<file path="config.mk">
export PLATFORM = sky130hd
export DESIGN_NAME = loss_list_range_decoder
export DESIGN_NICKNAME = d
export VERILOG_FILES = /design/src/hw/rtl/llrd_pkg.sv /design/src/hw/rtl/llrd_in_stage.sv /design/src/hw/rtl/llrd_decode.sv /design/src/hw/rtl/llrd_out_stage.sv /design/src/hw/rtl/loss_list_range_decoder.sv
export VERILOG_INCLUDE_DIRS = /design/src /design/src/hw/rtl
export SDC_FILE = /design/constraint.sdc
export NUM_CORES = 1
export LEC_CHECK = 0
export BUFFER_PORTS_ARGS = -buffer_cell sky130_fd_sc_hd__buf_2
export CORE_UTILIZATION = 55
export DETAILED_ROUTE_END_ITERATION = 10
export GPL_TIMING_DRIVEN = 0
export PLACE_DENSITY = 0.89
export SLEW_MARGIN = 30
export SYNTH_ARGS = -nofsm -noshare
export SYNTH_HDL_FRONTEND = slang
export SYNTH_SLANG_ARGS = --single-unit
</file>
<file path="constraint.sdc">
create_clock -name clock -period 10.7 [get_ports clock]
set_input_delay 1.605 -clock clock [delete_from_list [all_inputs] [get_ports clock]]
set_output_delay 1.605 -clock clock [all_outputs]
set_load 0.02 [all_outputs]
</file>
<file path="src/hw/rtl/loss_list_range_decoder_defines.svh">
// ----------------------------------------------------------------------------
// Loss-list range decoder assertion macros
// Shared concurrent assertion helpers, clocked on clock, off during reset.
// ----------------------------------------------------------------------------
`ifndef LOSS_LIST_RANGE_DECODER_DEFINES_SVH
`define LOSS_LIST_RANGE_DECODER_DEFINES_SVH

// same-cycle implication
`define LLRD_ASSERT_IMP(lbl, ante, cons, msg) \
   lbl: assert property (@(posedge clock) disable iff (reset) (ante) |-> (cons)) \
      else $error(msg);

// next-cycle implication
`define LLRD_ASSERT_NXT(lbl, ante, cons, msg) \
   lbl: assert property (@(posedge clock) disable iff (reset) (ante) |=> (cons)) \
      else $error(msg);

`endif

</file>
<file path="src/hw/rtl/llrd_pkg.sv">
// ----------------------------------------------------------------------------
// Loss-list range decoder package
// Field widths, flag positions and the structs passed between stages.
// ----------------------------------------------------------------------------
package llrd_pkg;

   localparam int WordWidth = 32;
   localparam int SeqWidth  = 31;
   localparam int StartBit  = 31;   // range start flag in a payload word
   localparam int HalfBit   = 30;   // set in the distance when end is before start

   localparam logic StatusOk  = 1'b0;
   localparam logic StatusBad = 1'b1;

   typedef logic [SeqWidth-1:0] seq_type;

   // one registered input item
   typedef struct packed {
      logic [WordWidth-1:0] payload_word;
      logic                 end_of_payload;
   } word_type;

   // one result item
   typedef struct packed {
      seq_type range_first;
      seq_type range_last;
      logic    status;
      logic    payload_done;
   } result_type;

   // handshake status from the decoder
   typedef struct packed {
      logic consume;   // registered input item retires this cycle
      logic res_vld;   // that item gives a result
   } ctl_type;

endpackage

</file>
<file path="src/hw/rtl/llrd_in_stage.sv">
// ----------------------------------------------------------------------------
// Loss-list range decoder input stage
// Registers one payload word and its last-word flag; refills in the cycle
// the held item retires.
// ----------------------------------------------------------------------------
module llrd_in_stage (
   input  logic                 clock,
   input  logic                 reset,
   input  logic                 req_valid,
   output logic                 req_ready,
   input  llrd_pkg::word_type   req_item,
   input  logic                 consume,
   output logic                 in_vld,
   output llrd_pkg::word_type   in_item
);

   logic               vld_ff;
   logic               vld_in;
   llrd_pkg::word_type item_ff;
   logic               take;

   // free when empty or the held item leaves now
   assign req_ready = !vld_ff || consume;
   assign take      = req_valid && req_ready;

   always_comb begin
      vld_in = vld_ff;
      if (take) begin
         vld_in = 1'b1;
      end else if (consume) begin
         vld_in = 1'b0;
      end
   end

   always_ff @(posedge clock) begin
      if (reset) begin
         vld_ff <= 1'b0;
      end else begin
         vld_ff <= vld_in;
      end
   end

   // payload, no reset
   always_ff @(posedge clock) begin
      if (take) begin
         item_ff <= req_item;
      end
   end

   assign in_vld  = vld_ff;
   assign in_item = item_ff;

endmodule

</file>
<file path="src/hw/rtl/llrd_decode.sv">
// ----------------------------------------------------------------------------
// Loss-list range decoder core
// Phase machine and held range start; classifies each word into a single
// loss, a range, an error or nothing.
// ----------------------------------------------------------------------------
module llrd_decode (
   input  logic                 clock,
   input  logic                 reset,
   input  logic                 in_vld,
   input  llrd_pkg::word_type   in_item,
   input  logic                 out_free,
   output llrd_pkg::ctl_type    ctl,
   output llrd_pkg::result_type result
);

   typedef enum logic [1:0] {
      PH_IDLE,
      PH_HELD,
      PH_DROP
   } phase_type;

   phase_type         phase_ff;
   phase_type         phase_in;
   llrd_pkg::seq_type held_ff;
   llrd_pkg::seq_type held_in;
   llrd_pkg::seq_type seq;
   llrd_pkg::seq_type fwd_dist;
   logic              is_start;
   logic              eop;
   logic              res_vld;
   logic              consume;

   assign seq      = in_item.payload_word[llrd_pkg::SeqWidth-1:0];
   assign is_start = in_item.payload_word[llrd_pkg::StartBit];
   assign eop      = in_item.end_of_payload;
   // circular distance from held start to this end
   assign fwd_dist = seq - held_ff;

   // per-word decision
   always_comb begin
      phase_in            = phase_ff;
      held_in             = held_ff;
      res_vld             = 1'b0;
      result.range_first  = '0;
      result.range_last   = '0;
      result.status       = llrd_pkg::StatusOk;
      result.payload_done = eop;
      case (phase_ff)
         PH_DROP: begin
            if (eop) begin
               phase_in = PH_IDLE;
            end
         end
         PH_HELD: begin
            res_vld = 1'b1;
            held_in = '0;
            if (is_start || fwd_dist[llrd_pkg::HalfBit]) begin
               result.status = llrd_pkg::StatusBad;
               phase_in      = eop ? PH_IDLE : PH_DROP;
            end else begin
               result.range_first = held_ff;
               result.range_last  = seq;
               phase_in           = PH_IDLE;
            end
         end
         default: begin
            phase_in = PH_IDLE;
            if (!is_start) begin
               res_vld            = 1'b1;
               result.range_first = seq;
               result.range_last  = seq;
            end else if (eop) begin
               // start word closing the payload
               res_vld       = 1'b1;
               result.status = llrd_pkg::StatusBad;
               held_in       = '0;
            end else begin
               held_in  = seq;
               phase_in = PH_HELD;
            end
         end
      endcase
   end

   // retire when the result, if any, has room
   assign consume     = in_vld && (!res_vld || out_free);
   assign ctl.consume = consume;
   assign ctl.res_vld = res_vld;

   always_ff @(posedge clock) begin
      if (reset) begin
         phase_ff <= PH_IDLE;
         held_ff  <= '0;
      end else if (consume) begin
         phase_ff <= phase_in;
         held_ff  <= held_in;
      end
   end

endmodule

</file>
<file path="src/hw/rtl/llrd_out_stage.sv">
// ----------------------------------------------------------------------------
// Loss-list range decoder output stage
// Result register; reloads in the cycle its item is taken.
// ----------------------------------------------------------------------------
module llrd_out_stage (
   input  logic                 clock,
   input  logic                 reset,
   input  logic                 load,
   input  llrd_pkg::result_type load_item,
   output logic                 out_free,
   output logic                 rsp_valid,
   input  logic                 rsp_ready,
   output llrd_pkg::result_type rsp_item
);

   logic                 vld_ff;
   logic                 vld_in;
   llrd_pkg::result_type item_ff;

   assign out_free = !vld_ff || rsp_ready;

   always_comb begin
      vld_in = vld_ff;
      if (load) begin
         vld_in = 1'b1;
      end else if (rsp_ready) begin
         vld_in = 1'b0;
      end
   end

   always_ff @(posedge clock) begin
      if (reset) begin
         vld_ff <= 1'b0;
      end else begin
         vld_ff <= vld_in;
      end
   end

   // payload, no reset
   always_ff @(posedge clock) begin
      if (load) begin
         item_ff <= load_item;
      end
   end

   assign rsp_valid = vld_ff;
   assign rsp_item  = item_ff;

endmodule

</file>
<file path="src/hw/rtl/loss_list_range_decoder.sv">
// ----------------------------------------------------------------------------
// Loss-list range decoder
// Turns a loss-report payload, one word per item, into lost-sequence ranges.
//
//   channel  direction  fields
//   req_     in         payload_word[31:0], end_of_payload
//   rsp_     out        range_first[30:0], range_last[30:0], status,
//                       payload_done
//
// One item per cycle sustained while results are not stalled; a word waits in the input
// register and its result in the result register until rsp_ready takes it.
// Range starts that do not close the payload and words dropped after an error give no result item.
// Reset clears the phase machine and both valid flags.
// A stalled result register holds only words that would give a result;
// silent words still retire behind it.
// ----------------------------------------------------------------------------
module loss_list_range_decoder (
   input  logic        clock,
   input  logic        reset,
   input  logic        req_valid,
   output logic        req_ready,
   input  logic [31:0] req_payload_word,
   input  logic        req_end_of_payload,
   output logic        rsp_valid,
   input  logic        rsp_ready,
   output logic [30:0] rsp_range_first,
   output logic [30:0] rsp_range_last,
   output logic        rsp_status,
   output logic        rsp_payload_done
);

`include "loss_list_range_decoder_defines.svh"

   llrd_pkg::word_type   req_item;
   llrd_pkg::word_type   in_item;
   logic                 in_vld;
   llrd_pkg::ctl_type    ctl;
   llrd_pkg::result_type dec_result;
   llrd_pkg::result_type rsp_item;
   logic                 out_free;
   llrd_pkg::seq_type    chk_dist;

   assign req_item.payload_word   = req_payload_word;
   assign req_item.end_of_payload = req_end_of_payload;

   llrd_in_stage u_in (
      .clock     (clock),
      .reset     (reset),
      .req_valid (req_valid),
      .req_ready (req_ready),
      .req_item  (req_item),
      .consume   (ctl.consume),
      .in_vld    (in_vld),
      .in_item   (in_item)
   );

   llrd_decode u_dec (
      .clock    (clock),
      .reset    (reset),
      .in_vld   (in_vld),
      .in_item  (in_item),
      .out_free (out_free),
      .ctl      (ctl),
      .result   (dec_result)
   );

   llrd_out_stage u_out (
      .clock     (clock),
      .reset     (reset),
      .load      (ctl.consume && ctl.res_vld),
      .load_item (dec_result),
      .out_free  (out_free),
      .rsp_valid (rsp_valid),
      .rsp_ready (rsp_ready),
      .rsp_item  (rsp_item)
   );

   assign rsp_range_first  = rsp_item.range_first;
   assign rsp_range_last   = rsp_item.range_last;
   assign rsp_status       = rsp_item.status;
   assign rsp_payload_done = rsp_item.payload_done;

   // distance of a delivered range, for checking
   assign chk_dist = rsp_range_last - rsp_range_first;

   `LLRD_ASSERT_IMP(a_err_zero, rsp_valid && rsp_status == llrd_pkg::StatusBad, rsp_range_first == '0 && rsp_range_last == '0, "error item with nonzero range")
   `LLRD_ASSERT_IMP(a_range_order, rsp_valid && rsp_status == llrd_pkg::StatusOk, !chk_dist[llrd_pkg::HalfBit], "range end before start")
   `LLRD_ASSERT_IMP(a_no_overwrite, rsp_valid && !rsp_ready && ctl.res_vld, !ctl.consume, "result overwritten while stalled")
   `LLRD_ASSERT_NXT(a_result_lands, ctl.consume && ctl.res_vld, rsp_valid, "retired result not presented")

endmodule
</file>
* Yosys cells after proc, flatten, opt, wreduce, memory -nomap -nowiden
Cells that the tools add are included.
Widths: inputs -> output; s select.
** Storage, ports and cells
- Register bits :: 132
- Input bits :: 37
- Output and inout port bits :: 66
- Word-level logic and storage cells :: 51
** Cells by class
- Add/sub/neg operators :: 1
- Eq/ne operators :: 3
- Muxes and demuxes :: 21
- Bitwise operators :: 1
- Reductions and logical operators :: 15
** Operators by type and width (number)
- $pmux 63 s2 :: 1
- $mux 62 :: 2
- $mux 31 :: 2
- $pmux 31 s2 :: 1
- $sub 31x31->31 :: 1
- $mux 1 :: 9
- $mux 2 :: 4
- $reduce_bool 2->1 :: 3
- $logic_or 1x1->1 :: 4
- $pmux 2 s2 :: 1
- $logic_and 1x1->1 :: 3
- $logic_not 1->1 :: 3
- $reduce_and 3->1 :: 1
- $eq 2x1->1 const B :: 1
- $eq 2x2->1 const B :: 1
- $ne 2x2->1 const B :: 1
- $pmux 1 s2 :: 1
- $reduce_and 2->1 :: 1
- $not 1->1 :: 1

* Longest topological paths before layout
Gate-level depths: netlist of run 1.
- Word-level depth :: 9
- Gate-level depth with buffers :: 10

* Hierarchy
A second synthesis of run 1 with hierarchy kept.
** Unflattened totals
- Cells, all modules :: 518
- Area total of the unflattened synthesis :: 6222.2 µm²
** By module, submodules not included
- llrd_decode :: times used 1, cells an instance 411, area an instance 3201.8 µm², sequential area each 660.6 µm²
- llrd_out_stage :: times used 1, cells an instance 68, area an instance 1968.1 µm², sequential area each 1941.9 µm²
- llrd_in_stage :: times used 1, cells an instance 38, area an instance 1046.0 µm², sequential area each 1011.0 µm²
- loss_list_range_decoder :: times used 1, cells an instance 1, area an instance 6.3 µm², sequential area each 0.0 µm²

* Least setup slack after synthesis of run 1
No wires, ideal clock.
- Path kind :: input to register
- From :: in rsp_ready
- To :: reg u_out.item_ff (netlist bit u_out.rsp_item[0]) (enable)
- Arrival time :: 6374 ps
- Required time :: 10122 ps
- Path slack :: 3747 ps
- Stages :: 2
- Path buffers :: 0
- Path through :: nor2b_1 nor3b_1
** Between the ends
- Cells in the longest elaborated chain, start to end :: 4
** Ends and longest elaborated chain
- start: declaration :: RTL line loss_list_range_decoder.sv:25 : input logic rsp_ready,
- $logic_or 1x1->1 :: RTL line llrd_out_stage.sv:20 : assign out_free = !vld_ff || rsp_ready;
- $logic_or 1x1->1 :: RTL line llrd_decode.sv:86 : assign consume = in_vld && (!res_vld || out_free);
- $logic_and 1x1->1 :: RTL line llrd_decode.sv:86
- $logic_and 1x1->1 :: RTL line loss_list_range_decoder.sv:70 : .load (ctl.consume && ctl.res_vld),
- net u_out.load :: RTL line llrd_out_stage.sv:8 : input logic load,
- end signal: assignment :: RTL line llrd_out_stage.sv:42 : item_ff <= load_item;
- end: declaration :: RTL line llrd_out_stage.sv:18 : llrd_pkg::result_type item_ff;
The timed path passes the listed nets, and every way through them passes these cells.
A chain may end at the register's enable or synchronous reset.

* Worst setup path in the final report of run 1
- From :: in rsp_ready
- To :: out req_ready
** Between the ends
- Cells in the longest elaborated chain, start to end :: 4
** Ends and longest elaborated chain
- $logic_or 1x1->1 :: RTL line llrd_out_stage.sv:20
- $logic_or 1x1->1 :: RTL line llrd_decode.sv:86
- $logic_and 1x1->1 :: RTL line llrd_decode.sv:86
- $logic_or 1x1->1 :: RTL line llrd_in_stage.sv:23 : assign req_ready = !vld_ff || consume;
- end: declaration :: RTL line loss_list_range_decoder.sv:21 : output logic req_ready,
Every way passes these cells.

==> results.py, run 1 <==
metrics = {
    "cells_and_area": {
        "fin_area_um2": 7107,
        "diodes": 0,
        "fillers": 623,
        "fin_cells": 742,
        "nets": 664,
        "drive_above_1_share_pct": 29.06,
        "area_delta_synth_final_pct": 24.40,
    },
    "worst_setup_path": {
        "end_kind": "primary output",
        "critPathSlowestCell": "nor2b_1",
        "critPathLaunchType": "input port",
        "slowest_delay_ps": 430,
        "crit_arrival_ps": 2540,
        "crit_top_cell": "buf_2",
        "path_buf_inv": 2,
        "crit_family": "simple AND/OR/NAND/NOR gates",
        "cp_cell_sequence": "buf_2 -> nor2b_1 -> nand3_1 -> buf_2",
        "critPathKind": "input port to primary output",
        "worstPathRequired_ps": 9100,
        "cp_max_fo": 6,
    },
    "timing": {
        "fin_ws_ps": 6553,
        "finalHoldViolCount": 0,
        "period_minus_slack_ps": 4147,
        "timing.final.crit_share_pct": 38.75,
        "rsz0062_at_grt": "false",
        "max-slew-margin-rel_pct": 54.02,
        "worstMarginPinSlew_ps": 689.7,
        "maxSlewViolCount": 0,
        "fmax_mhz": 241.2,
        "skew_ps": 9.424,
        "final.setup.tns_ps": 0,
        "setup_violations": 0,
    },
    "synthesis": {
        "avgSynthCellArea_um2": 12.23,
        "synth_seq_cells": 132,
        "synth_ff_type": "edfxtp_1",
        "yosysMostFrequentCell": "edfxtp_1",
        "synthTopCellsByArea": "edfxtp_1 51%, dfxtp_1 12%, ha_1 6.8%",
        "synth_warnings": 0,
        "netlist_area_um2": 5713,
        "synth-seq-area-share_pct": 63.25,
        "synth_common_cells": "97 x edfxtp_1, 47 x a21oi_1, 43 x nand2_1",
        "synth_top_area_share_pct": 50.99,
        "synth_async_sr_flop_share_pct": 0,
        "syn_nets": 535,
        "synth_top_area_cell": "edfxtp_1",
        "synth-edff-count": 97,
        "synth.distinct_cells": 41,
        "syn_inst": 467,
    },
    "clock_network": {
        "clk_pin_slew_ps": 60,
        "clock-sinks": 132,
        "ctsRootBufferMaster": "clkbuf_8",
        "cts_resized": 0,
        "ctsHoldBuffers": 0,
        "cts_tree": "yes",
        "htree_levels": 4,
        "post-cts-setup-buffers": 0,
        "cts_buffers": 17,
        "clockBufferDepth": 2,
        "clk_latency_ps": 540,
    },
    "power": {
        "intPower_mw": 0.9976,
        "leakage_nw": 2.755,
        "p_sw_share_pct": 22.82,
        "clkPwrFrac_pct": 46.2,
        "power_density_nw_per_um2": 181.9,
        "power_frac_comb_pct": 8.3,
        "power.switching_mw": 0.2950,
        "pwr-share-seq_pct": 45.5,
        "vdd_drop_max_uv": 132.4,
    },
    "global_routing": {
        "grt_pass1_wl_mm": 21.98,
        "grt_use_total_pct": 26.73,
        "grt_max_degree": 20,
        "antenna_found_initial": 0,
        "grt_pass1_vias": 4415,
        "overflow": 0,
    },
    "detailed_routing": {
        "routed_via_density": 5.930,
        "routed_wl_mm": 13.88,
        "route.detailed.drc": 0,
        "drtIter0Drc": 413,
        "routedWlPerCell_um": 18.70,
        "antenna_left": 0,
        "via_count": 4400,
        "drt-pass1-iter-count": 6,
    },
    "floorplanning": {
        "io_pins": 103,
        "die_area_um2": 10800,
        "die_w_um": 103.9,
        "rows": 36,
        "fp.dieH_um": 103.9,
        "start_util_pct": 57.65,
        "core_area_um2": 9910,
    },
    "place": {
        "hpwl_mm": 9.122,
        "pre_cts_slack_ps": 6573,
        "gp_congestion": 0.8480,
        "placed_cell_area_um2": 6492,
        "dpl.cell_count": 710,
        "port_buffers": 101,
    },
    "outcome": {
        "outcome": "completed",
    },
    "flow_run": {
        "max-cap-violations": 0,
    },
    "min_path": {
        "min_path_type": "register to register",
    },
}
[layout by cell type (no fill, tap or decap), drive strengths merged, types with 11 or more instances in the layout]
cell type	synthesis	routed
a21oi	47	47
a22o	30	30
buf	11	121
clkbuf	12	31
dfxtp	35	35
edfxtp	97	97
ha	31	31
inv	36	36
nand2	43	43
nand3	35	35
nor2	12	12
nor2b	31	31
o21ai	11	11
[sequential cells by signal (all words and copies together) (netlist names)]
register and flops:
u_in.in_vld 1, u_out.rsp_valid 1, u_dec.held_ff 31, u_out.rsp_item 64, u_dec.phase_ff 2, u_in.in_item 33
[per-layer routing]
metal	vias up	global-route usage [%]	part of all wire, %
met5	-	0	0
met4	0	15.20	4.4
met3	66	7.895	7.6
met2	274	45.29	51
met1	2100	30.13	37
li1	1960	-	-
[layout make-up]
cell class / instances / area [um2] / share of cell area [%]
Clock inverter: 13 / 182.7 / 2.570
Timing Repair Buffer: 110 / 593.1 / 8.345
Inverter: 36 / 135.1 / 1.901
Tap cell: 133 / 166.4 / 2.342
Multi-Input combinational cell: 276 / 1867 / 26.27
Sequential cell: 132 / 3613 / 50.85
Clock buffer: 19 / 431.7 / 6.074
Buffer: 23 / 117.6 / 1.655
[path summary, 6_finish.rpt]
| check | slack (ps) | endpoint | cells past startpoint | from |
|---|---|---|---|---|
| max reg2reg | 7830 | u_out.rsp_item[46] | 9 | u_in.in_item[26] |
| min | 470 | u_dec.held_ff[13] | 2 | u_dec.held_ff[13] |
| max | 6550 | req_ready | 4 | rsp_ready |
| min reg2reg | 470 | u_dec.held_ff[13] | 2 | u_dec.held_ff[13] |
[power by group through the flow]
stage	logic, mW	registers, mW	clock network [mW]
final	0.107	0.588	0.598
after floorplan	0.0529	0.609	0
after detailed placement	0.104	0.597	0
after CTS	0.106	0.587	0.601
after global placement	0.0935	0.599	0
after global routing	0.115	0.589	0.622
[worst reg2reg max path, delay by kind of cell, from the launching register on]
| kind | cells | cell delay, ps |
|---|---|---|
| compound gates | 3 | 670 |
| fa+ha+maj | 1 | 370 |
| buf+inv | 1 | 350 |
| flops | 1 | 440 |
| simple gates | 4 | 900 |
[cells by family after synthesis]
group / share of synthesized area (%)
xor+xnor: 0.1533
fa+ha+maj: 6.789
mux: 0.1752
compound gates: 11.78
buf+inv: 4.424
flops: 63.25
simple gates: 13.43
[metrics by stage]
stage / hold slack, ps / util [%] / power [mW]
finish: 468.8 / 71.72 / 1.293
global route: 482.7 / 71.72 / 1.327
CTS: 467.6 / 71.72 / 1.294
detailed placement: 460.1 / 65.52 / 0.7009
global placement: 447.7 / 64.43 / 0.6929
floorplan: 439.5 / - / 0.6614
(Power assumes the default switching activity.)
==> run 2, diff against run 1 <==
Settings changed: ABC_AREA set to 1, CORE_UTILIZATION 55 to 51, PLACE_DENSITY 0.89 to 0.86.
Clock period 10.7 ns to 3.3 ns, I/O delays scaled along.
==> run 2 against run 1 <==
Net effect: the flow now finishes with violations (design-rule violations); die area increased by 15%; cell count is 14% higher; count of clock-buffer cells in the layout decreased by 1; sequential share of layout area down 1.8 points; first-iteration DRC count is 1.7% higher; hold slack lost 230 ps; combinational power rose to 5.2 times the previous value; non-clock buffer count down 3; register-to-register slack worse by 6900 ps; global-route usage decreased by 2.0 points; largest power group is now sequential cells.
==> results.py, run 2 <==
metrics = {
    "outcome": {
        "outcome": "complete, but fails checks",
        "failed_checks": "design-rule violations",
    },
    "cells_and_area": {
        "area_delta_synth_final_pct": 20.59,
        "largest_register_ffs": 64,
        "diodes": 0,
        "layout_common_cells": "148 x nand2_1, 107 x buf_2, 97 x edfxtp_1",
        "nets": 758,
        "drive_above_1_share_pct": 31.01,
        "fillers": 932,
        "final_common_cell": "nand2_1",
    },
    "synthesis": {
        "netlist_area_um2": 6113,
        "synth_compound_area_share_pct": 16.19,
        "muxShareOfSynthArea_pct": 0,
        "yosysMostFrequentCell": "nand2_1",
        "syn_nets": 637,
        "synth_warnings": 0,
        "avgSynthCellArea_um2": 10.74,
        "synth_seq_cells": 132,
        "synth_common_cells": "148 x nand2_1, 97 x edfxtp_1, 58 x inv_1, 58 x o21ai_2, 43 x a21oi_1",
        "synth_simple_gate_area_share_pct": 12.01,
        "synth_top_area_share_pct": 47.65,
        "synth-edff-count": 97,
        "synth_xor_area_share_pct": 0.1433,
        "synth-seq-area-share_pct": 59.11,
        "syn_inst": 569,
        "synthTopCellsByArea": "edfxtp_1 48%, dfxtp_1 11%, nand2_1 9.1%",
        "synth.distinct_cells": 26,
        "synth_top_area_cell": "edfxtp_1",
        "synth_ff_type": "edfxtp_1",
        "synthAdderAreaFrac_pct": 6.345,
        "synth_async_sr_flop_share_pct": 0,
        "synth_top_family_by_area": "compound AO/OA/AOI/OAI gates",
    },
    "worst_setup_path": {
        "end_kind": "primary output",
        "critPathKind": "register to primary output",
        "cp_max_fo": 3,
        "cp_cell_sequence": "inv_1 -> ha_1 -> nand2_1 -> nor2_1 -> a21oi_2 -> nand4_1 -> buf_2",
        "critPathSlowestCell": "dfxtp_1",
        "crit_family": "flip-flops",
        "slowest_delay_ps": 340,
        "path_buf_inv": 2,
        "worstPathRequired_ps": 2800,
        "critPathLaunchType": "register",
        "crit_arrival_ps": 1890,
    },
    "power": {
        "leakage_nw": 2.932,
        "vdd_drop_max_uv": 364.3,
        "power_mw": 4.269,
        "power_density_nw_per_um2": 579.1,
    },
    "place": {
        "port_buffers": 101,
        "pre_cts_slack_ps": 994.6,
        "gp_congestion": 0.8744,
        "hpwl_mm": 9.886,
    },
    "floorplanning": {
        "io_pins": 103,
        "start_util_pct": 52.86,
        "fp.dieH_um": 111.5,
        "rows": 39,
        "core_area_um2": 11560,
        "die_w_um": 111.5,
        "die_area_um2": 12430,
    },
    "global_routing": {
        "grt_use_total_pct": 24.73,
        "overflow": 0,
        "grt_pass1_wl_mm": 23.35,
        "grt_max_degree": 47,
        "antenna_found_initial": 0,
        "grt_pass1_vias": 4606,
    },
    "detailed_routing": {
        "routedWlPerCell_um": 16.93,
        "route.detailed.drc": 9,
        "via_count": 4606,
        "antenna_left": 0,
        "drt-pass1-iter-count": 8,
        "routed_via_density": 5.444,
        "routed_wl_mm": 14.33,
        "drtIter0Drc": 420,
    },
    "clock_network": {
        "clockBufferDepth": 2,
        "clk_latency_ps": 430,
        "cts_tree": "yes",
        "ctsRootBufferMaster": "clkbuf_16",
        "clk_pin_slew_ps": 60,
        "htree_levels": 4,
        "clock-sinks": 132,
        "ctsHoldBuffers": 0,
        "post-cts-setup-buffers": 0,
        "cts_buffers": 17,
        "cts_resized": 0,
    },
    "timing": {
        "skew_ps": 9.037,
        "period_minus_slack_ps": 2382,
        "fin_ws_ps": 918.2,
        "rsz0062_at_grt": "false",
        "worstMarginPinSlew_ps": 776.4,
        "setup_violations": 0,
        "fmax_mhz": 419.9,
        "maxSlewViolCount": 0,
        "finalHoldViolCount": 0,
        "max-slew-margin-rel_pct": 48.17,
        "timing.final.crit_share_pct": 72.18,
    },
    "flow_run": {
        "max-cap-violations": 0,
    },
    "min_path": {
        "min_path_type": "input port to register",
    },
}
==> run 2: cell types whose count changed after synthesis, sizes merged, moves of 3 or more <==
cell,before,now
a21oi,47,44
nor3,5,1
a22o,30,0
nor2b,31,0
nand2,43,152
o21a,3,0
nand3,35,8
inv,36,59
a211oi,1,30
nor2,12,15
o21ai,11,63
clkbuf,12,15
==> run 2: per-stage QoR <==
step / utilization, % / TNS (ps) / instances / hold WS [ps] / cell area (um2)
floorplan: - / 0 / 569 / 454.7 / 6113
global placement: 58.78 / -12520 / 813 / 465.1 / 6798
detailed placement: 58.97 / 0 / 814 / 477.9 / 6820
CTS: 63.75 / 0 / 846 / 224.9 / 7372
global route: 63.75 / 0 / 846 / 226.9 / 7372
finish: 63.75 / 0 / 846 / 240.4 / 7372
==> run 2: final cells by class <==
cell class	instances	area [um2]	share of cell area, %
clock buffers	18	439.2	5.957
inverters	59	224.0	3.038
plain buffers	28	157.7	2.138
multi-input cells	350	2121	28.77
well taps	143	178.9	2.427
repair buffers	102	525.5	7.128
flip-flops and latches	132	3613	49.02
clock inverters	14	112.6	1.527
==> run 2: report_power, final <==
group	switching, mW	internal [mW]	leakage (nW)
clock network	0.712	1.04	0.267
logic	0.377	0.179	1.44
registers	0.0555	1.90	1.22
total	1.14	3.12	2.93
==> run 2: layer usage <==
layer / routed length (um) / GRT usage (%) / vias up
met5: 0 / 0 / -
met4: 352 / 11.44 / 0
met3: 984 / 5.716 / 31
met2: 6824 / 39.38 / 196
met1: 6163 / 32.27 / 2172
li1: - / - / 2207
==> run 2: cells by family after synthesis <==
kind of cell	count (synthesis)
flops	132
fa+ha+maj	31
xor+xnor	1
simple gates	180
compound gates	138
buf+inv	87
==> run 2: final timing paths <==
kind / slack (ps) / from / end / depth (start not counted)
setup reg to reg: 970 / u_dec.phase_ff[0] / u_out.rsp_item[61] / 11
hold / removal: 240 / req_payload_word[16] / u_in.in_item[17] / 1
setup / recovery: 920 / u_dec.phase_ff[0] / req_ready / 7
hold reg to reg: 490 / u_dec.held_ff[20] / u_dec.held_ff[20] / 2
